===== src/hw/rtl/wca_pkg.sv =====
// ----------------------------------------------------------------------------
// wca_pkg: shared types and constants of the co-occurrence accumulator
// Request codes, internal command kinds, field widths and parameter defaults.
// ----------------------------------------------------------------------------
`default_nettype none

package wca_pkg;

    // fixed field widths
    localparam int unsigned FIELD_W   = 6;
    localparam int unsigned REQ_W     = 2;
    localparam int unsigned WIN_W     = 5;
    localparam int unsigned SUM_W     = 32;
    localparam int unsigned WEIGHT_W  = 17;

    // parameter defaults
    localparam int unsigned VOCAB_DEFAULT      = 64;
    localparam int unsigned MAX_WINDOW_DEFAULT = 16;

    // command queue depth
    localparam int unsigned QUEUE_DEPTH = 4;

    // window length after reset
    localparam logic [WIN_W-1:0] WINDOW_RESET = 5'd10;

    // request codes on the input port
    localparam logic [REQ_W-1:0] REQ_WORD = 2'd0;
    localparam logic [REQ_W-1:0] REQ_EOL  = 2'd1;
    localparam logic [REQ_W-1:0] REQ_READ = 2'd2;

    // command kinds carried through the queue
    typedef enum logic [1:0] {
        CMD_WORD,
        CMD_EOL,
        CMD_READ
    } cmd_kind_t;

    localparam int unsigned KIND_W = 2;

endpackage

`default_nettype wire


===== src/hw/rtl/wca_front.sv =====
// ----------------------------------------------------------------------------
// wca_front: request intake
// Accepts requests, classifies them into commands and folds indices into
// the vocabulary range before they enter the command queue.
// ----------------------------------------------------------------------------
`default_nettype none

module wca_front
    import wca_pkg::*;
#(
    parameter int unsigned VOCAB = VOCAB_DEFAULT,
    parameter int unsigned IDX_W = $clog2(VOCAB)
)
(
    input  wire logic               start,
    input  wire logic               busy,
    input  wire logic [REQ_W-1:0]   req_type,
    input  wire logic [FIELD_W-1:0] word_index,
    input  wire logic [FIELD_W-1:0] row_index,
    input  wire logic [FIELD_W-1:0] col_index,
    output logic                    push,
    output cmd_kind_t               kind,
    output logic [IDX_W-1:0]        idx_a,
    output logic [IDX_W-1:0]        idx_b
);

    localparam int unsigned FOLD_N = 2 ** FIELD_W;

    // index fold table, built at elaboration
    logic [IDX_W-1:0] fold_lut [FOLD_N];

    for (genvar g = 0; g < FOLD_N; g++) begin : g_fold
        localparam int unsigned Folded = g % VOCAB;
        assign fold_lut[g] = IDX_W'(Folded);
    end

    // request decode
    always_comb
    begin
        push  = 1'b0;
        kind  = CMD_EOL;
        idx_a = fold_lut[word_index];
        idx_b = fold_lut[col_index];
        unique case (req_type)
            REQ_WORD:
            begin
                push  = start && !busy;
                kind  = CMD_WORD;
                idx_a = fold_lut[word_index];
            end
            REQ_EOL:
            begin
                push  = start && !busy;
                kind  = CMD_EOL;
            end
            REQ_READ:
            begin
                push  = start && !busy;
                kind  = CMD_READ;
                idx_a = fold_lut[row_index];
                idx_b = fold_lut[col_index];
            end
            default:
            begin
                // unused code: taken and dropped
                push  = 1'b0;
            end
        endcase
    end

endmodule

`default_nettype wire


===== config.mk =====
export PLATFORM = sky130hd
export DESIGN_NAME = wca_front
export DESIGN_NICKNAME = d
export VERILOG_FILES = /design/src/hw/rtl/wca_pkg.sv /design/src/hw/rtl/wca_front.sv
export SDC_FILE = /design/constraint.sdc
export NUM_CORES = 1
export LEC_CHECK = 0
export ABC_AREA = 0
export BUFFER_PORTS_ARGS = -buffer_cell sky130_fd_sc_hd__buf_2
export CORE_AREA = 8 8 45 47
export DETAILED_ROUTE_END_ITERATION = 16
export DIE_AREA = 0 0 53 55
export REMOVE_ABC_BUFFERS = 1
export SYNTH_ARGS = -nofsm -noshare
export SYNTH_HDL_FRONTEND = slang
export SYNTH_SLANG_ARGS = --single-unit

===== constraint.sdc =====
create_clock -name vclk -period 0.8
set_clock_uncertainty 0.1 [all_clocks]
set_input_delay 0.04 -clock vclk [all_inputs]
set_output_delay 0.04 -clock vclk [all_outputs]
set_load 0.02 [all_outputs]

# --- Yosys cells after proc, flatten, opt, wreduce, memory -nomap -nowiden ---
# Memory sizes are Yosys's and may differ from the RTL's.
# Index checks and enable logic that the tools add are counted.
totals:
  reg_bits: 0
  mem_bits_ro: 1152
  in_bits: 22
  output_inout_bits: 15
  elab_cells: 24
  n_memories: 3
op_classes:
  order_cmp: 3
  n_eq_ne: 2
  n_mux: 9
  bitwise: 3
  reduce_logical: 4
memory_table:
  columns: ["name", "depth", "width", "rd", "rd_ports_with_merged_regs", "wr", "line_no", "source"]
  rows:
  - ["(name not given)", 64, 6, 1, 0, 0, "wca_front.sv:60", "idx_a = fold_lut[row_index];"]
  - ["(name not given)", 64, 6, 1, 0, 0, "wca_front.sv:49", "idx_a = fold_lut[word_index];"]
  - ["(name not given)", 64, 6, 1, 0, 0, "wca_front.sv:61", "idx_b = fold_lut[col_index];"]
ops:
  columns: ["cell", "n"]
  rows:
  - ["$mux 6", 7]
  - ["$ge 7x7->1 const B", 3]
  - ["$not 6->7", 3]
  - ["$pmux 2 s2", 1]
  - ["$reduce_or 3->1", 1]
  - ["$eq 2x1->1 const B", 1]
  - ["$eq 2x2->1 const B", 1]
  - ["$logic_not 2->1", 1]
  - ["$logic_and 1x1->1", 1]
  - ["$logic_not 1->1", 1]
  - ["$mux 1", 1]

# --- Depth between registers and ports, before layout ---
# Gate-level depths: netlist of the first run.
logic_depth:
  word_depth: 5
  ltp_mapped: 3
  ltp_nobuf: 2

# --- Worst setup path after synthesis of the first run ---
# OpenSTA, ideal clock, no wires.
synth_path:
  path_kind: "input-to-output"
  start: "in req_type[1]"
  end: "out idx_a[0]"
  arrival_time_ns: 0.665
  t_required_ns: 0.660
  slack_ns: -0.005
  cell_stages: 3
  n_path_buf: 1
  path_cell_list: "nor2b_2 > buf_6 > mux2_4"
synth_between:
  elab_chain_len: 2
synth_lines:
  columns: ["element", "line_no", "source"]
  rows:
  - ["start: declaration", "wca_front.sv:17", "input wire logic [REQ_W-1:0] req_type,"]
  - ["$eq 2x2->1", "wca_front.sv:44", "unique case (req_type)"]
  - ["$mux 6", null, null]
  - ["end: declaration", "wca_front.sv:23", "output logic [IDX_W-1:0] idx_a,"]
# No other way between the ends.

# --- Worst setup path in the final report of the first run ---
layout_path:
  start: "in req_type[0]"
  end: "out idx_a[1]"
# Same word-level chain as after synthesis.

==> tab_implementation.tex, run 1 <==
\begin{tabular}{lr}
\hline
Metric & Value \\
\hline
\multicolumn{2}{l}{\textbf{Worst setup path}} \\
Critical path startpoint category & input pin \\
Endpoint kind of the worst setup timing path & output pin \\
Biggest fanout along the worst timing path & 7 \\
Data arrival time at the worst-slack endpoint & roughly 0.82 ns \\
Critical Path RT & 0.66 ns \\
Kind of critical path & in -> out \\
\multicolumn{2}{l}{\textbf{Power}} \\
Pwr/cell area & 666 nW/µm² \\
LEAKAGE & 0.000275 µW \\
Design internal power & 167 µW \\
Share of power burned in the clock network & 0\% \\
Total power of the final layout & 288 µW \\
Net switching share of the total power & roughly two fifths \\
Worst voltage drop across the vdd grid & about 0.18 mV \\
Sequential cell fraction of total power & 0\% \\
Net switching power figure & between 100 and 150 µW \\
Fraction of power consumed by combinational cells & 100.0\% \\
\multicolumn{2}{l}{\textbf{STA}} \\
Worst Tran Pin Value & approximately 0.24 ns \\
Fin crit period & between 0.9 and 1 ns \\
Worst hold slack across all endpoints & 0.257 ns \\
Number of endpoints with negative hold slack in the final report & 0 \\
Peak Freq & 1.04 GHz \\
Final cycle utilization of the critical path & 120\% \\
Total Negative Setup Slacks & -0.931 ns \\
Number of pins with negative max-slew slack in the final report & 0 \\
Fin worst setup slack & -0.159 ns \\
Setup-violating endpoint count in the final report & 6 \\
Worst slew margin & 83.9\% \\
Setup repair after global routing missed its margin & true \\
\multicolumn{2}{l}{\textbf{Routing}} \\
First DRT Iteration DRCs & 0 \\
Via-to-Cell Ratio & 3.64 \\
DRC & 0 \\
Post-route ant nets & 0 \\
Routed vias & 215 \\
Total wirelength of the detailed-routed design & 871 µm \\
Average wire per standard cell & around 15 µm \\
Detailed Routing Iterations Pass 1 & 1 \\
\multicolumn{2}{l}{\textbf{Global routing}} \\
First-pass GRT wire length & $\sim$1200 µm \\
Total congestion overflow & 0 \\
Vias in the first global route & 244 \\
Number of antenna violations at the first check in global routing & 0 \\
Overall routing resource usage & 5.40\% \\
Pin count of the biggest net entering global routing & 8 \\
\multicolumn{2}{l}{\textbf{Hold path}} \\
Type of the worst min-delay path & in -> out \\
Number of cells on the worst hold path & 1 \\
Terminating pin of the worst hold path & idx\_b[5] \\
Worst Min Path Start & col\_index[5] \\
\multicolumn{2}{l}{\textbf{Cells and area}} \\
Total inserted antenna cells & 0 \\
Share of post-route cells with drive strength above 1 & 83.7\% \\
Number of clock buffers in the layout & 0 \\
Number of sequential storage elements & 0 \\
Most used cells in the layout excluding fill and tap cells & 16 x sky130\_fd\_sc\_hd\_\_buf\_2, 7 x sky130\_fd\_sc\_hd\_\_buf\_6, 6 x sky130\_fd\_sc\_hd\_\_mux2\_4, 6 x sky130\_fd\_sc\_hd\_\_dlymetal6s4s\_1, 3 x sky130\_fd\_sc\_hd\_\_buf\_4 \\
Utilization after layout & 31.2\% \\
Number of nets in the layout & 67 \\
Post-Layout Inst Area & between 400 and 500 µm² \\
Storage cell area & 0 µm² \\
Area added between synthesis and finish & 154\% \\
Leading cell type in the layout, fill and taps excluded & sky130\_fd\_sc\_hd\_\_buf\_2 \\
Filler cell count in the final layout & 143 \\
\multicolumn{2}{l}{\textbf{Logic synthesis}} \\
Count of mapped cells out of synthesis & 17 \\
Cell types with the largest area share after synthesis & sky130\_fd\_sc\_hd\_\_mux2\_4 53\%, sky130\_fd\_sc\_hd\_\_buf\_4 26\%, sky130\_fd\_sc\_hd\_\_buf\_6 6.6\% \\
Share of the yosys chip area belonging to registers & 0\% \\
Portion of synthesized cell area occupied by the leading cell type & between 50\% and 60\% \\
Netlist area before placement & 170 µm² \\
Post-synth top area cell & sky130\_fd\_sc\_hd\_\_mux2\_4 \\
Number of warning messages in the yosys log & 0 \\
Syn\_area\_per\_cell & 10.0 µm² \\
Number of distinct library cells after synthesis & 7 \\
\multicolumn{2}{l}{\textbf{Clock tree}} \\
\# Post-CTS Setup Buffers & 0 \\
\multicolumn{2}{l}{\textbf{Floorplanning}} \\
Vert. Die Dim & 55 µm \\
Overall die area & 2920 µm² \\
Area of the placeable core & approximately 1400 µm² \\
Initial cell density of the core & 12.3\% \\
Die extent in x & 53 µm \\
Total I/O pin count & 37 \\
Standard-cell row count & 14 \\
\multicolumn{2}{l}{\textbf{Place}} \\
Half-perimeter wire length after placement & 571 µm \\
Final weighted congestion in routability-driven placement & 0.598 \\
Count of input and output buffers & 25 \\
Post-Place Cell Area & 290 µm² \\
\multicolumn{2}{l}{\textbf{Status}} \\
Violated checks & negative setup slack \\
Result of the run & complete, but fails checks \\
\multicolumn{2}{l}{\textbf{Run}} \\
Max-Cap Viols & 0 \\
\hline
\end{tabular}
final cells by class:
cell class                      instances  area, µm²  area share [%]
Inverter                                1       3.75           0.870
Multi-Input combinational cell          8        116            27.0
Tap cell                               16       20.0            4.64
Timing Repair Buffer                   34        292            67.5
power groups by stage:
stage | Clock [µW] | Sequential [µW] | Combinational (µW)
after floorplan | 0 | 0 | 93.0
after global placement | 0 | 0 | 184
after detailed placement | 0 | 0 | 188
after CTS | 0 | 0 | 277
after global routing | 0 | 0 | 305
final | 0 | 0 | 288
logic make-up (layout without fill, tap and decap cells):
logic type | count (synthesis) | in the layout | share of synthesized area (%)
AND/OR/NAND/NOR | 1 | 1 | 5.15
AO/OA/AOI/OAI | 1 | 1 | 4.41
buffers and inverters | 9 | 35 | 37.5
multiplexers | 6 | 6 | 52.9
critical path, stage by stage:
cell	delay, ns
sky130_fd_sc_hd__buf_8	0.10
sky130_fd_sc_hd__nor2b_4	0.11
sky130_fd_sc_hd__buf_12	0.13
sky130_fd_sc_hd__mux2_4	0.30
sky130_fd_sc_hd__buf_6	0.13
worst max-delay path by stage:
stage / from / end / slack [ns] / cells past startpoint
2_1_floorplan: req_type[1] / idx_a[0] / -0.24 / 2
3_3_place_gp: req_type[0] / idx_a[5] / -0.23 / 5
3_5_place_dp: req_type[0] / idx_a[1] / -0.24 / 5
4_1_cts: req_type[0] / idx_a[1] / -0.17 / 5
5_1_grt: req_type[0] / idx_a[0] / -0.20 / 5
6_report: req_type[0] / idx_a[1] / -0.16 / 5
through the flow:
stage               instances  setup slack [ns]
floorplan                   9            -0.236
global placement           53            -0.226
detailed placement         53            -0.238
CTS                        59            -0.167
global route               59            -0.195
finish                     59            -0.159
per-layer routing:
| layer | track usage, % | up-vias | part of all wire (%) |
|---|---|---|---|
| li1 | - | 102 | - |
| met1 | 3.77 | 101 | 17 |
| met2 | 13.5 | 12 | 68 |
| met3 | 1.34 | 0 | 15 |
| met4 | 0 | 0 | 0 |
| met5 | 0 | - | 0 |
Yosys cell counts, drive strengths merged:
master,count
clkbuf,1
nor2b,1
buf,7
inv,1
mux2,6
a211oi,1
timing repair:
item / in CTS / in global routing
setup endpoints to repair: 7 / 13
endpoints found under the hold margin: 6 / 0
hold buffers: 6 / 0
resized for setup: 15 / 9
pin swaps: 0 / 1
Note: power is estimated with default switching activity, not from simulation.
==> run 2, diff against run 1 <==
--- a/config.mk
+++ b/config.mk
@@ -11,6 +11,7 @@
 export DETAILED_ROUTE_END_ITERATION = 16
 export DIE_AREA = 0 0 53 55
 export REMOVE_ABC_BUFFERS = 1
+export SETUP_SLACK_MARGIN = 0.3
 export SYNTH_ARGS = -nofsm -noshare
 export SYNTH_HDL_FRONTEND = slang
 export SYNTH_SLANG_ARGS = --single-unit
==> tab_implementation.tex, run 2 (synthesis results as in run 1) <==
\begin{tabular}{lr}
\hline
Metric & Value \\
\hline
\multicolumn{2}{l}{\textbf{Routing}} \\
Routed vias & 219 \\
DRC & 0 \\
First DRT Iteration DRCs & 0 \\
Average wire per standard cell & 13.6 µm \\
Detailed Routing Iterations Pass 1 & 1 \\
Via-to-Cell Ratio & 3.84 \\
Total wirelength of the detailed-routed design & 773 µm \\
Post-route ant nets & 0 \\
\multicolumn{2}{l}{\textbf{Power}} \\
LEAKAGE & 0.000224 µW \\
Net switching share of the total power & a little under two fifths \\
Pwr/cell area & 647 nW/µm² \\
Design internal power & between 150 and 200 µW \\
Fraction of power consumed by combinational cells & 100.0\% \\
Worst voltage drop across the vdd grid & between 0.1 and 0.15 mV \\
Net switching power figure & 101 µW \\
Share of power burned in the clock network & 0\% \\
Total power of the final layout & around 270 µW \\
Sequential cell fraction of total power & 0\% \\
\multicolumn{2}{l}{\textbf{Hold path}} \\
Type of the worst min-delay path & in -> out \\
\multicolumn{2}{l}{\textbf{STA}} \\
Worst hold slack across all endpoints & -0.0199 ns \\
Fin worst setup slack & -0.163 ns \\
Worst slew margin & 88.1\% \\
Peak Freq & $\sim$1.0 GHz \\
Setup-violating endpoint count in the final report & 7 \\
Number of pins with negative max-slew slack in the final report & 0 \\
Total Negative Setup Slacks & -1.07 ns \\
Number of endpoints with negative hold slack in the final report & 6 \\
Worst Tran Pin Value & 0.179 ns \\
Setup repair after global routing missed its margin & true \\
Final cycle utilization of the critical path & 120\% \\
Fin crit period & 0.963 ns \\
\multicolumn{2}{l}{\textbf{Place}} \\
Post-Place Cell Area & 290 µm² \\
Final weighted congestion in routability-driven placement & around 0.60 \\
Worst setup slack after placement & -0.238 ns \\
Count of input and output buffers & 25 \\
Half-perimeter wire length after placement & 571 µm \\
\multicolumn{2}{l}{\textbf{Global routing}} \\
First-pass GRT wire length & 1060 µm \\
Vias in the first global route & 235 \\
Number of antenna violations at the first check in global routing & 0 \\
Pin count of the biggest net entering global routing & 8 \\
Overall routing resource usage & under 10\% \\
Total congestion overflow & 0 \\
\multicolumn{2}{l}{\textbf{Cells and area}} \\
Utilization after layout & 29.9\% \\
Number of clock buffers in the layout & 0 \\
Post-Layout Inst Area & 414 µm² \\
Leading cell type in the layout, fill and taps excluded & sky130\_fd\_sc\_hd\_\_buf\_2 \\
Area added between synthesis and finish & 143\% \\
Number of nets in the layout & 65 \\
Most used cells in the layout excluding fill and tap cells & 14 x sky130\_fd\_sc\_hd\_\_buf\_2, 11 x sky130\_fd\_sc\_hd\_\_buf\_6, 6 x sky130\_fd\_sc\_hd\_\_mux2\_4 \\
Share of post-route cells with drive strength above 1 & 97.6\% \\
Filler cell count in the final layout & 144 \\
Number of sequential storage elements & 0 \\
Total inserted antenna cells & 0 \\
Storage cell area & 0 µm² \\
\multicolumn{2}{l}{\textbf{Floorplanning}} \\
Overall die area & between 2000 and 3000 µm² \\
Initial cell density of the core & 12.3\% \\
Total I/O pin count & 37 \\
Vert. Die Dim & roughly 55 µm \\
Die extent in x & 53 µm \\
Standard-cell row count & 14 \\
Area of the placeable core & 1380 µm² \\
\multicolumn{2}{l}{\textbf{Worst setup path}} \\
Critical path startpoint category & input pin \\
Kind of critical path & in -> out \\
Biggest fanout along the worst timing path & 7 \\
Data arrival time at the worst-slack endpoint & between 0.8 and 0.9 ns \\
Endpoint kind of the worst setup timing path & output pin \\
Critical Path RT & 0.66 ns \\
\multicolumn{2}{l}{\textbf{Run}} \\
Max-Cap Viols & 0 \\
\multicolumn{2}{l}{\textbf{Status}} \\
Violated checks & negative hold slack, negative setup slack \\
Result of the run & complete, but fails checks \\
\hline
\end{tabular}
-- run 2: layer usage --
metal	track usage (%)	up-vias	share of wire (%)
met1	2.71	99	18
met4	0	0	0
met3	2.94	0	20
met5	0	-	0
li1	-	98	-
met2	10.5	22	62
-- run 2: power groups by stage --
stage | Sequential (µW) | Clock, µW | Combinational (µW)
3_5_place_dp | 0 | 0 | 188
6_report | 0 | 0 | 268
4_1_cts | 0 | 0 | 248
2_1_floorplan | 0 | 0 | 93.0
3_3_place_gp | 0 | 0 | 184
5_1_grt | 0 | 0 | 284
-- run 2: stage by stage --
step	hold WS [ns]	instances
after floorplan	-0.0200	9
after global placement	-0.0198	53
after detailed placement	-0.0198	53
after CTS	-0.0198	54
after global routing	-0.0199	57
final	-0.0199	57
-- run 2: area by class of cell --
cell class | count | area (µm²) | area share (%)
timing repair buffer | 32 | 274 | 66.2
multi-input combinational | 8 | 116 | 28.1
tap | 16 | 20.0 | 4.83
inverter | 1 | 3.75 | 0.906
-- run 2: path summary, 6_finish.rpt --
check	slack [ns]	endpoint	cells after the start	startpoint
worst min-delay path	-0.02	idx_b[0]	0	col_index[0]
worst max-delay path	-0.16	idx_a[1]	5	req_type[0]
-- run 2: worst max-delay path, stage by stage --
cell and delay [ns]:
sky130_fd_sc_hd__buf_8 0.10, sky130_fd_sc_hd__nor2b_4 0.12, sky130_fd_sc_hd__buf_12 0.13, sky130_fd_sc_hd__mux2_4 0.30, sky130_fd_sc_hd__buf_6 0.13
-- run 2: timing repair --
action                                 in CTS  in global routing
buffers inserted                            1                  3
pin swaps                                   1                  1
endpoints found under the hold margin       6                  6
gates cloned                                0                  0
setup endpoints to repair                   9                  9
gates resized for setup                    22                  4
