==> src/hw/rtl/wca_pkg.sv <==
// ----------------------------------------------------------------------------
// wca_pkg: shared types and constants of the co-occurrence accumulator
// Request codes, internal command kinds, field widths and parameter defaults.
// ----------------------------------------------------------------------------
`default_nettype none

package wca_pkg;

    // fixed field widths
    localparam int unsigned FIELD_W   = 6;
    localparam int unsigned REQ_W     = 2;
    localparam int unsigned WIN_W     = 5;
    localparam int unsigned SUM_W     = 32;
    localparam int unsigned WEIGHT_W  = 17;

    // parameter defaults
    localparam int unsigned VOCAB_DEFAULT      = 64;
    localparam int unsigned MAX_WINDOW_DEFAULT = 16;

    // command queue depth
    localparam int unsigned QUEUE_DEPTH = 4;

    // window length after reset
    localparam logic [WIN_W-1:0] WINDOW_RESET = 5'd10;

    // request codes on the input port
    localparam logic [REQ_W-1:0] REQ_WORD = 2'd0;
    localparam logic [REQ_W-1:0] REQ_EOL  = 2'd1;
    localparam logic [REQ_W-1:0] REQ_READ = 2'd2;

    // command kinds carried through the queue
    typedef enum logic [1:0] {
        CMD_WORD,
        CMD_EOL,
        CMD_READ
    } cmd_kind_t;

    localparam int unsigned KIND_W = 2;

endpackage

`default_nettype wire

==> src/hw/rtl/wca_queue.sv <==
// ----------------------------------------------------------------------------
// wca_queue: command queue
// Small first-in first-out buffer between the intake and the update engine.
// ----------------------------------------------------------------------------
`default_nettype none

module wca_queue
    import wca_pkg::*;
#(
    parameter int unsigned DATA_W = 8
)
(
    input  wire logic              clk,
    input  wire logic              rst_n,
    input  wire logic              push,
    input  wire logic [DATA_W-1:0] push_data,
    input  wire logic              pop,
    output logic [DATA_W-1:0]      pop_data,
    output logic                   empty,
    output logic                   full
);

    localparam int unsigned PTR_W = $clog2(QUEUE_DEPTH);
    localparam int unsigned CNT_W = $clog2(QUEUE_DEPTH + 1);

    logic [DATA_W-1:0] slot_reg [QUEUE_DEPTH];
    logic [PTR_W-1:0]  wr_ptr_reg;
    logic [PTR_W-1:0]  wr_ptr_next;
    logic [PTR_W-1:0]  rd_ptr_reg;
    logic [PTR_W-1:0]  rd_ptr_next;
    logic [CNT_W-1:0]  fill_reg;
    logic [CNT_W-1:0]  fill_next;
    logic              do_push;
    logic              do_pop;

    assign empty    = (fill_reg == '0);
    assign full     = (fill_reg == CNT_W'(QUEUE_DEPTH));
    assign pop_data = slot_reg[rd_ptr_reg];
    assign do_push  = push && !full;
    assign do_pop   = pop && !empty;

    // pointer and fill update
    always_comb
    begin
        wr_ptr_next = wr_ptr_reg;
        rd_ptr_next = rd_ptr_reg;
        fill_next   = fill_reg;
        if (do_push)
        begin
            wr_ptr_next = (wr_ptr_reg == PTR_W'(QUEUE_DEPTH - 1)) ? '0 : wr_ptr_reg + 1'b1;
        end
        if (do_pop)
        begin
            rd_ptr_next = (rd_ptr_reg == PTR_W'(QUEUE_DEPTH - 1)) ? '0 : rd_ptr_reg + 1'b1;
        end
        if (do_push && !do_pop)
        begin
            fill_next = fill_reg + 1'b1;
        end
        else if (do_pop && !do_push)
        begin
            fill_next = fill_reg - 1'b1;
        end
    end

    always_ff @(posedge clk or negedge rst_n)
    begin
        if (!rst_n)
        begin
            wr_ptr_reg <= '0;
            rd_ptr_reg <= '0;
            fill_reg   <= '0;
        end
        else
        begin
            wr_ptr_reg <= wr_ptr_next;
            rd_ptr_reg <= rd_ptr_next;
            fill_reg   <= fill_next;
        end
    end

    // storage
    always_ff @(posedge clk)
    begin
        if (do_push)
        begin
            slot_reg[wr_ptr_reg] <= push_data;
        end
    end

endmodule

`default_nettype wire

==> config.mk <==
export PLATFORM = sky130hd
export DESIGN_NAME = wca_queue
export DESIGN_NICKNAME = d
export VERILOG_FILES = /design/src/hw/rtl/wca_pkg.sv /design/src/hw/rtl/wca_queue.sv
export SDC_FILE = /design/constraint.sdc
export NUM_CORES = 1
export LEC_CHECK = 0
export ABC_AREA = 1
export BUFFER_PORTS_ARGS = -buffer_cell sky130_fd_sc_hd__buf_2
export CAP_MARGIN = 10
export CORE_ASPECT_RATIO = 1.5
export CORE_UTILIZATION = 35
export CTS_CLUSTER_SIZE = 28
export DETAILED_ROUTE_END_ITERATION = 8
export PLACE_DENSITY = 0.61
export SLEW_MARGIN = 30
export SYNTH_ARGS = -nofsm -noshare
export SYNTH_HDL_FRONTEND = slang
export SYNTH_SLANG_ARGS = --single-unit
==> constraint.sdc <==
create_clock -name clk -period 3.68 [get_ports clk]
set_clock_uncertainty 0.15 [all_clocks]
set_input_delay 0.552 -clock clk [delete_from_list [all_inputs] [get_ports clk]]
set_output_delay 0.552 -clock clk [all_outputs]
set_load 0.01 [all_outputs]
* Word-level counts from Yosys, hierarchy flattened
Memory sizes are Yosys's and may differ from the RTL's. Cells that the tools add are included.
Word-level totals: bits of input ports 12, bits in writable memories 32, output and inout bits 10, logic and storage cells 27, register bits after elaboration 7, memories 1
Operators by class: multiplexer cells 6, equality and inequality tests 3, reductions and logical operators 10, add/sub/neg operators 4
Memories:
- slot_reg | depth 4, width 8, rd ports 1, clocked after Yosys merged registers in 0, wr ports 1, RTL line wca_queue.sv:26 | logic [DATA_W-1:0] slot_reg [QUEUE_DEPTH];
Operator list (count):
- 2-to-1 mux 3 bit | 2
- adder 2 x 1 -> 2 bit, second input constant | 2
- equality test 2 bit, second input constant | 2
- logical AND 1 bit | 4
- logical NOT 1 bit | 4
- 2-to-1 mux 2 bit | 2
- adder 3 x 1 -> 3 bit, second input constant | 1
- equality test 3 bit, second input constant | 1
- logical NOT 3 bit | 1
- subtractor 3 x 1 -> 3 bit, second input constant | 1
- 2-to-1 mux 1 bit | 2
- nonzero test 2 bit | 1

* Depth between registers and ports, before layout
Gate-level depths: netlist of the first run.
depth in word-level cells 7, depth in mapped cells 12, depth with buffers taken out 12

* Worst setup path after synthesis of the first run
No wires, ideal clock.
path kind register to register, start point register fill_reg[0], end point register fill_reg[1], stages on the path, launching flop included 10, arrival 1.567 ns, path slack 1.837 ns, library setup time 0.126 ns, path buffers 0, required time 3.404 ns, clock period less this slack 1.843 ns, cells stage by stage dfrtp_1 > inv_2 > nand3_1 > nand2_2 > inv_1 > ha_1 > inv_1 > fa_1 > nand2_1 > o21ai_0
Between the ends: elaborated cells between the ends (all ways) 15, those cells by class add/sub: 2; eq/ne: 1; mux: 2; reduce/logical: 10
RTL lines:
- start, declared | RTL line wca_queue.sv:31 | logic [CNT_W-1:0] fill_reg;
- start signal, assigned | RTL line wca_queue.sv:78 | fill_reg <= fill_next;
- equality test 3 bit | RTL line wca_queue.sv:37 | assign full = (fill_reg == CNT_W'(QUEUE_DEPTH));
- logical NOT 1 bit | RTL line wca_queue.sv:39 | assign do_push = push && !full;
- logical AND 1 bit | RTL line wca_queue.sv:39
- net do_push | RTL line wca_queue.sv:33 | logic do_push;
- logical AND 1 bit | RTL line wca_queue.sv:56 | if (do_push && !do_pop)
- 2-to-1 mux 3 bit | RTL line wca_queue.sv:56
- net fill_next[1] | RTL line wca_queue.sv:32 | logic [CNT_W-1:0] fill_next;
The timed path passes the listed nets, and every way through them passes these cells. The select of a mux whose other input is x is not followed. A chain may end at the register's enable or synchronous reset.

* Worst setup path after layout of the first run
start point register rd_ptr_reg[1], end point output port pop_data[6]
Between the ends: cells in the longest elaborated chain, start to end 1
Ends and longest elaborated chain:
- start, declared | RTL line wca_queue.sv:29 | logic [PTR_W-1:0] rd_ptr_reg;
- start signal, assigned | RTL line wca_queue.sv:77 | rd_ptr_reg <= rd_ptr_next;
- memory (4 x 8 bit)
- end, declared | RTL line wca_queue.sv:18 | output logic [DATA_W-1:0] pop_data,
Every way passes these cells.

==> impl_metrics.py, run 1 <==
metrics = {
    "route": {
        "drt_iter0_markers": 68,
        "antenna_left": 0,
        "num_vias": 1071,
        "drc": 0,
        "post_drt_via_cell_ratio": 4.37,
        "finalWirelength_mm": 2.79,
        "drtPass1Iterations": 4,
        "wl_per_cell_um": 11.4,
    },
    "logic_synthesis": {
        "synth_cell_type_count": 16,
        "seq_area_frac_synth_pct": 64.6,
        "syn_avg_cell_area_sq_um": 11.4,
        "syn_area_sq_um": 1760,
        "synth-seq-cells": 39,
        "synth_fp_nets": 173,
        "syn_inst": 154,
        "synth-warning-count": 0,
    },
    "hold_path": {
        "hp-start": "push_data[7]",
        "hold_path_class": "input pin to flop",
    },
    "timing": {
        "finalHoldViolCount": 0,
        "fmax_ghz": 0.445,
        "fin_hold_ws_ns": 0.325,
        "tightest_slew_ns": 0.796,
        "fin_tns_setup_ns": 0,
        "period_minus_slack_ns": 2.25,
        "final-setup-viol-count": 0,
        "drv_slew": 0,
        "relSlewSlack_pct": 46.8,
        "period_share_pct": 61.1,
        "rsz0062_at_grt": "false",
    },
    "floorplanning": {
        "num_rows": 31,
        "die-area_sq_um": 5320,
        "ios": 22,
        "die_w_um": 59.9,
        "fp.dieH_um": 88.8,
        "start_util_pct": 36.3,
        "core_sq_um": 4850,
    },
    "finish": {
        "multiInputGateArea_sq_um": 447,
        "final_area_sq_um": 2030,
        "syn2layout_area_growth_pct": 15.6,
        "largest_register_ffs": 32,
        "layout-drive-gt1-share_pct": 17.9,
        "seq_area_sq_um": 1140,
        "diodes": 0,
        "nNetsFinal": 197,
        "num-fill-cells": 479,
    },
    "critical_path": {
        "path_buf_inv": 2,
        "crit_type": "flop to primary output",
        "crit_fanout": 11,
        "startpoint_type": "flop",
        "endpoint_kind": "primary output",
        "worstPathCellList": "inv_1 -> o211ai_1 -> nand2_1 -> buf_2",
        "worstPathRequired_ns": 2.98,
        "worstReg2RegStart": "fill_reg[0]",
        "startpoint": "rd_ptr_reg[1]",
        "crit_family": "flip-flops",
        "cp_slowest_stage_delay_ns": 0.61,
        "crit_slowest_cell": "dfrtp_1",
        "cp.arrival_ns": 1.55,
    },
    "cts": {
        "clk_latency_ns": 0.29,
        "clkTransAtPathRegs_ns": 0.07,
        "htreeDepth": 2,
        "cts_hold_buf": 1,
        "cts_setup_buffers": 0,
        "cts_buffers": 5,
        "root_buffer": "clkbuf_8",
        "cts_tree": "built",
        "cts.sinks": 39,
        "ctsResizeCount": 0,
        "clockBufferDepth": 2,
    },
    "power": {
        "power_w": 0.00161,
        "ir_drop_v": 0.000270,
        "p_leak_nw": 0.899,
        "p_per_area_nw_per_um2": 790,
    },
    "place": {
        "routabilityCongestion": 0.735,
        "dp.final_hpwl_mm": 1.95,
        "portBuffers": 21,
        "place_area_sq_um": 1890,
    },
    "global_routing": {
        "antenna_found_initial": 0,
        "grt-ovfl-total": 0,
        "grt_pass1_vias": 923,
        "grt_start_max_net_pins": 36,
        "grt_pass1_wl_mm": 4.42,
        "grtUsageTotal_pct": 11.7,
    },
    "job": {
        "cap_viol_max_count": 0,
    },
    "run_status": {
        "outcome": "complete, no violations",
    },
}
[synth_stat cells (all sizes together)]
cell    number  area [sq um]
buf          5          56.3
dfrtp        7           175
edfxtp      32           961
fa           1          20.0
ha           6          75.1
inv         32           120
nand2       39           149
nand3        7          35.0
nand4        1          6.26
nor2         6          22.5
o211ai      16           125
o21ai        1          5.00
xnor2        1          8.76
[stage by stage]
step	utilization [%]	setup slack [ns]	std cells
detailed placement	39.0	1.49	236
CTS	41.9	1.17	245
global placement	39.0	1.52	236
floorplan	-	1.84	154
global route	42.0	1.26	245
finish	42.0	1.43	245
[metal layers]
layer  share of wire [%]  routed length (um)  vias to the layer above  global-route usage (%)
met5                   0                   0                        -                       0
met4                 2.1                  59                        0                    6.34
met3                 3.7                 102                        7                    3.22
met2                  49                1370                       21                    19.4
met1                  45                1270                      492                    13.4
li1                    -                   -                      551                       -
[layout by cell type, fill, tap and decap left out, types with 2 or more instances in the layout]
master,instances
dfrtp_1,6
o211ai_1,15
nand3_1,7
bufinv_16,2
buf_2,21
nand2_1,38
nor2_1,6
inv_1,31
clkbuf_8,5
edfxtp_1,32
ha_1,6
[logic make-up (layout without fill, tap and decap cells)]
| logic type | after synthesis | count (layout) | share of synthesized area, % |
|---|---|---|---|
| AND/OR/NAND/NOR | 53 | 53 | 12.1 |
| flip-flops | 39 | 39 | 64.6 |
| buffers and inverters | 37 | 62 | 10.0 |
| AO/OA/AOI/OAI | 17 | 17 | 7.40 |
| adder cells (fa/ha/maj) | 7 | 7 | 5.41 |
| XOR/XNOR | 1 | 1 | 0.498 |
[path summary, 6_finish.rpt]
check / to / slack (ns) / cells after the start
min reg2reg: fill_reg[2] / 0.35 / 2
max: pop_data[6] / 1.43 / 4
min: slot_reg[1][7] / 0.33 / 1
max in group asynchronous: rd_ptr_reg[0] / 2.74 / 2
min in group asynchronous: fill_reg[2] / 0.47 / 2
max reg2reg: fill_reg[1] / 1.68 / 9
[power breakdown]
group,internal [W],switching [W],leakage (nW)
Sequential,0.000594,0.000113,0.377
Clock,0.000271,0.000142,0.0654
Combinational,0.000201,0.000286,0.456
Total,0.00107,0.000541,0.899
[final cells by class]
cell class	instances	area share, %
clock inverters	2	2.95
well taps	66	4.06
repair buffers	22	5.66
clock buffers	6	3.57
inverters	32	5.90
multi-input cells	78	22.0
flip-flops and latches	39	55.9
Power figures use the tool's default switching activity.
==> inputs of run 2 (changes only) <==
--- a/config.mk
+++ b/config.mk
@@ -12,7 +12,7 @@
 export CORE_UTILIZATION = 35
 export CTS_CLUSTER_SIZE = 28
 export DETAILED_ROUTE_END_ITERATION = 8
-export PLACE_DENSITY = 0.61
+export PLACE_DENSITY = 0.63
 export SLEW_MARGIN = 30
 export SYNTH_ARGS = -nofsm -noshare
 export SYNTH_HDL_FRONTEND = slang
==> constraint.sdc (replaced) <==
create_clock -name clk -period 2.05 [get_ports clk]
set_clock_uncertainty 0.15 [all_clocks]
set_input_delay 0.3075 -clock clk [delete_from_list [all_inputs] [get_ports clk]]
set_output_delay 0.3075 -clock clk [all_outputs]
set_load 0.01 [all_outputs]
==> impl_metrics.py, run 2 (synthesis results as in run 1) <==
metrics = {
    "finish": {
        "multiInputGateArea_sq_um": 454,
        "syn2layout_area_growth_pct": 16.4,
        "post-route-util_pct": 42.2,
        "layout-drive-gt1-share_pct": 22.0,
        "fin_cells": 252,
        "seq_area_sq_um": 1140,
        "final_cell_mix": "37 x nand2_1, 32 x edfxtp_1, 31 x inv_1, 21 x buf_2, 15 x o211ai_1",
        "nNetsFinal": 204,
        "layout_commonest_cell": "nand2_1",
        "largest_register_ffs": 32,
        "num-fill-cells": 473,
        "diodes": 0,
    },
    "route": {
        "drt_iter0_markers": 42,
        "wl_per_cell_um": 11.7,
        "finalWirelength_mm": 2.95,
        "drc": 0,
        "num_vias": 1102,
        "antenna_left": 0,
        "drtPass1Iterations": 4,
        "post_drt_via_cell_ratio": 4.37,
    },
    "power": {
        "p_int_w": 0.00173,
        "p_sw_w": 0.00101,
        "p_seq_share_pct": 42.3,
        "p_per_area_nw_per_um2": 1340,
        "swShare_pct": 36.8,
        "p_leak_nw": 0.912,
        "ir_drop_v": 0.000483,
        "p_comb_share_pct": 39.9,
        "p_clk_share_pct": 17.8,
    },
    "floorplanning": {
        "fp.dieH_um": 88.8,
        "die-area_sq_um": 5320,
        "core_sq_um": 4850,
        "ios": 22,
        "start_util_pct": 36.3,
        "num_rows": 31,
        "die_w_um": 59.9,
    },
    "timing": {
        "period_minus_slack_ns": 1.91,
        "worst_slack_ns": 0.137,
        "drv_slew": 0,
        "final-setup-viol-count": 0,
        "period_share_pct": 93.3,
        "finalHoldViolCount": 0,
        "fmax_ghz": 0.523,
        "tightest_slew_ns": 0.323,
        "relSlewSlack_pct": 78.5,
    },
    "critical_path": {
        "crit_type": "flop to flop",
        "crit_top_cell": "inv_1",
        "worstPathCellList": "inv_1 -> nand3_1 -> nand2_2 -> inv_1 -> ha_1 -> inv_1 -> fa_1 -> nand2_1 -> o21ai_0",
        "crit_slowest_cell": "dfrtp_1",
        "crit_fanout": 4,
        "endpoint_kind": "flop",
        "cp_slowest_stage_delay_ns": 0.41,
        "worstPathRequired_ns": 2.07,
        "startpoint_type": "flop",
        "cp.arrival_ns": 1.93,
    },
    "place": {
        "dp.cells": 243,
        "dp.final_hpwl_mm": 2.02,
        "post-place-ws_ns": 0.0831,
        "portBuffers": 21,
        "routabilityCongestion": 0.713,
    },
    "cts": {
        "root_buffer": "clkbuf_8",
        "clk_latency_ns": 0.28,
        "clkTransAtPathRegs_ns": 0.07,
        "cts_setup_buffers": 0,
        "htreeDepth": 2,
        "cts_buffers": 5,
        "cts.sinks": 39,
        "clockBufferDepth": 2,
        "cts_tree": "built",
    },
    "job": {
        "cap_viol_max_count": 0,
    },
    "global_routing": {
        "grt-ovfl-total": 0,
        "antenna_found_initial": 0,
        "grt_pass1_wl_mm": 4.42,
        "grt_pass1_vias": 961,
        "grt_start_max_net_pins": 36,
        "grtUsageTotal_pct": 12.1,
    },
    "run_status": {
        "outcome": "complete, no violations",
    },
    "hold_path": {
        "hold_path_class": "input pin to flop",
    },
}
-- run 2: cell count changes in the layout (fill, tap and decap cells not counted) --
cell	previous run	this run
nand2_2	1	2
nand2_1	38	37
clkinv_2	0	1
bufinv_16	2	0
nand3_1	7	6
nand3_2	0	1
clkinvlp_4	0	1
buf_4	0	7
-- run 2: worst max-delay path, delay by kind of cell, from the launching register on --
family	cells	cell delay, ns
and+or+nand+nor	3	0.32
AOI/OAI and AO/OA	1	0.08
buffers and inverters	3	0.24
adders and majority gates	2	0.60
DFF	1	0.41
-- run 2: metrics by stage --
| stage | TNS (ns) | hold WS [ns] | power (W) | area (sq um) |
|---|---|---|---|---|
| 2_1_floorplan | 0 | -0.138 | 0.00197 | 1760 |
| 4_1_cts | 0 | 0.0771 | 0.00277 | 2040 |
| 3_5_place_dp | 0 | 0.00317 | 0.00228 | 1940 |
| 5_1_grt | -0.00178 | 0.0765 | 0.00295 | 2050 |
| 3_3_place_gp | 0 | 0.00526 | 0.00224 | 1940 |
| 6_report | 0 | 0.0831 | 0.00273 | 2050 |
-- run 2: what timing repair did --
| action | CTS | global route |
|---|---|---|
| hold buffers | 1 | 0 |
| hold endpoints to repair | 7 | 0 |
| gates resized for setup | 0 | 3 |
| endpoints found under the setup margin | 0 | 1 |
-- run 2: power groups by stage --
| stage | sequential, W | clock (W) | combinational [W] |
|---|---|---|---|
| after detailed placement | 0.00117 | 0 | 0.00111 |
| final | 0.00116 | 0.000487 | 0.00109 |
| after global placement | 0.00116 | 0 | 0.00108 |
| after global routing | 0.00117 | 0.000534 | 0.00124 |
| after CTS | 0.00115 | 0.000503 | 0.00111 |
| after floorplan | 0.00116 | 0 | 0.000814 |
-- run 2: routing by layer --
layer  GRT usage (%)  share of wire, %  vias to the layer above  routed length (um)
met2            22.3                53                       20                1570
met3            3.36               3.8                        5                 113
li1                -                 -                      568                   -
met1            11.8                41                      509                1200
met5               0                 0                        -                   0
met4            6.34               2.1                        0                  63
-- run 2: cell type report --
cell class,instances,area share (%)
sequential,39,55.6
multi-input combinational,78,22.2
timing repair buffer,29,8.19
inverter,32,5.87
tap,66,4.03
clock buffer,6,3.55
clock inverter,2,0.611
-- run 2: path summary, 6_finish.rpt --
| path | startpoint | to | slack [ns] | cells after the start |
|---|---|---|---|---|
| min in group asynchronous | rst_n | fill_reg[1] | 0.23 | 2 |
| hold reg to reg | fill_reg[2] | fill_reg[2] | 0.37 | 2 |
| setup reg to reg | fill_reg[1] | fill_reg[1] | 0.14 | 9 |
| setup / recovery | fill_reg[1] | fill_reg[1] | 0.14 | 9 |
| max in group asynchronous | rst_n | fill_reg[0] | 1.34 | 2 |
| hold / removal | push_data[3] | slot_reg[0][3] | 0.08 | 1 |
==> inputs of run 3 (changes only) <==
--- a/config.mk
+++ b/config.mk
@@ -12,7 +12,7 @@
 export CORE_UTILIZATION = 35
 export CTS_CLUSTER_SIZE = 28
 export DETAILED_ROUTE_END_ITERATION = 8
-export PLACE_DENSITY = 0.63
+export SKIP_CTS_REPAIR_TIMING = 1
 export SLEW_MARGIN = 30
 export SYNTH_ARGS = -nofsm -noshare
 export SYNTH_HDL_FRONTEND = slang
==> impl_metrics.py, run 3 (synthesis results as in run 1) <==
metrics = {
    "finish": {
        "syn2layout_area_growth_pct": 20.0,
        "largest_register_ffs": 32,
        "diodes": 0,
        "layout-drive-gt1-share_pct": 22.2,
        "fin_cells": 255,
        "nNetsFinal": 207,
        "final_cell_mix": "37 x nand2_1, 32 x edfxtp_1, 31 x inv_1, 21 x buf_2, 15 x o211ai_1",
        "layout_commonest_cell": "nand2_1",
        "num-fill-cells": 462,
    },
    "critical_path": {
        "crit_type": "flop to flop",
        "endpoint_kind": "flop",
        "crit_fanout": 4,
        "crit_family": "adder cells",
        "cp.arrival_ns": 1.99,
        "path_buf_inv": 3,
        "crit_slowest_cell": "fa_1",
        "worstPathCellList": "inv_1 -> nand3_1 -> nand2_2 -> inv_1 -> ha_1 -> inv_1 -> fa_1 -> nand2_1 -> o21ai_0",
        "cp_slowest_stage_delay_ns": 0.42,
        "worstPathRequired_ns": 2.06,
        "startpoint_type": "flop",
        "crit_top_cell": "inv_1",
    },
    "route": {
        "post_drt_via_cell_ratio": 4.44,
        "drc": 0,
        "num_vias": 1132,
        "wl_per_cell_um": 11.3,
        "drtPass1Iterations": 4,
        "antenna_left": 0,
        "finalWirelength_mm": 2.89,
        "drt_iter0_markers": 29,
    },
    "job": {
        "cap_viol_max_count": 0,
    },
    "power": {
        "p_leak_nw": 0.950,
        "ir_drop_v": 0.000742,
        "p_per_area_nw_per_um2": 1430,
    },
    "cts": {
        "cts_buffers": 5,
        "root_buffer": "clkbuf_8",
        "clk_latency_ns": 0.28,
        "cts.sinks": 39,
        "clkTransAtPathRegs_ns": 0.08,
        "clockBufferDepth": 2,
        "htreeDepth": 2,
        "cts_tree": "built",
    },
    "floorplanning": {
        "num_rows": 31,
        "ios": 22,
        "die-area_sq_um": 5320,
        "start_util_pct": 36.3,
        "fp.dieH_um": 88.8,
        "die_w_um": 59.9,
        "core_sq_um": 4850,
    },
    "timing": {
        "period_share_pct": 96.3,
        "drv_slew": 0,
        "final-setup-viol-count": 0,
        "worst_slack_ns": 0.0749,
        "tightest_slew_ns": 0.278,
        "fmax_ghz": 0.506,
        "relSlewSlack_pct": 81.4,
        "period_minus_slack_ns": 1.98,
        "finalHoldViolCount": 0,
        "rsz0062_at_grt": "true",
    },
    "global_routing": {
        "grt-ovfl-total": 0,
        "grt_use_met1_pct": 11.0,
        "grt.met3_usage_pct": 3.65,
        "grt_start_max_net_pins": 21,
        "antenna_found_initial": 0,
        "grt-busiest-layer": "met2",
        "grtUsageTotal_pct": 12.2,
        "use_met2_pct": 23.6,
        "grt_pass1_wl_mm": 4.57,
        "grt_pass1_vias": 1145,
    },
    "place": {
        "dp.final_hpwl_mm": 2.02,
        "portBuffers": 21,
        "dp.cells": 244,
        "routabilityCongestion": 0.731,
        "post-place-ws_ns": 0.0982,
    },
    "hold_path": {
        "hold_path_class": "input pin to flop",
    },
    "run_status": {
        "outcome": "complete, no violations",
    },
}
==> run 3: layout make-up <==
class                           count  area [sq um]  share of cell area (%)
Tap cell                           66          82.6                    3.91
Clock inverter                      2          60.1                    2.85
Multi-Input combinational cell     78           449                    21.3
Sequential cell                    39          1140                    53.8
Timing Repair Buffer               32           190                    9.01
Inverter                           32           120                    5.69
Clock buffer                        6          72.6                    3.44
==> run 3: worst register-to-register path: stages (launching register included) <==
cell,delay (ns)
dfrtp_1,0.40
inv_1,0.10
nand3_1,0.18
nand2_2,0.11
inv_1,0.05
ha_1,0.20
inv_1,0.08
fa_1,0.42
nand2_1,0.07
o21ai_0,0.08
==> run 3: power breakdown <==
| group | switching, W | internal [W] | total (W) |
|---|---|---|---|
| Clock | 0.000258 | 0.000486 | 0.000744 |
| Sequential | 0.0000828 | 0.00106 | 0.00115 |
| Combinational | 0.000675 | 0.000457 | 0.00113 |
| Total | 0.00102 | 0.00201 | 0.00302 |
==> run 3: layer usage <==
layer,vias to the layer above,routed length (um)
met5,-,0
met4,0,55
met3,6,94
met2,20,1540
met1,533,1190
li1,573,-
==> run 3: stage by stage <==
stage / instance area, sq um / hold slack, ns / utilization (%) / setup TNS [ns] / total power (W)
2_1_floorplan: 1760 / -0.138 / - / 0 / 0.00197
3_3_place_gp: 1950 / 0.00250 / 40.2 / 0 / 0.00226
3_5_place_dp: 1950 / 0.00372 / 40.2 / 0 / 0.00228
4_1_cts: 2080 / -0.309 / 43.0 / 0 / 0.00303
5_1_grt: 2110 / 0.0666 / 43.5 / -0.0424 / 0.00326
6_report: 2110 / 0.0807 / 43.5 / 0 / 0.00302
==> run 3: final timing paths <==
kind,startpoint,to,slack (ns),depth (start not counted)
worst max-delay path,fill_reg[1],fill_reg[1],0.07,9
min in group asynchronous,rst_n,fill_reg[0],0.23,2
max in group asynchronous,rst_n,rd_ptr_reg[1],1.36,2
worst max register to register,fill_reg[1],fill_reg[1],0.07,9
worst min register to register,fill_reg[2],fill_reg[2],0.36,2
worst min-delay path,push_data[4],slot_reg[3][4],0.08,1
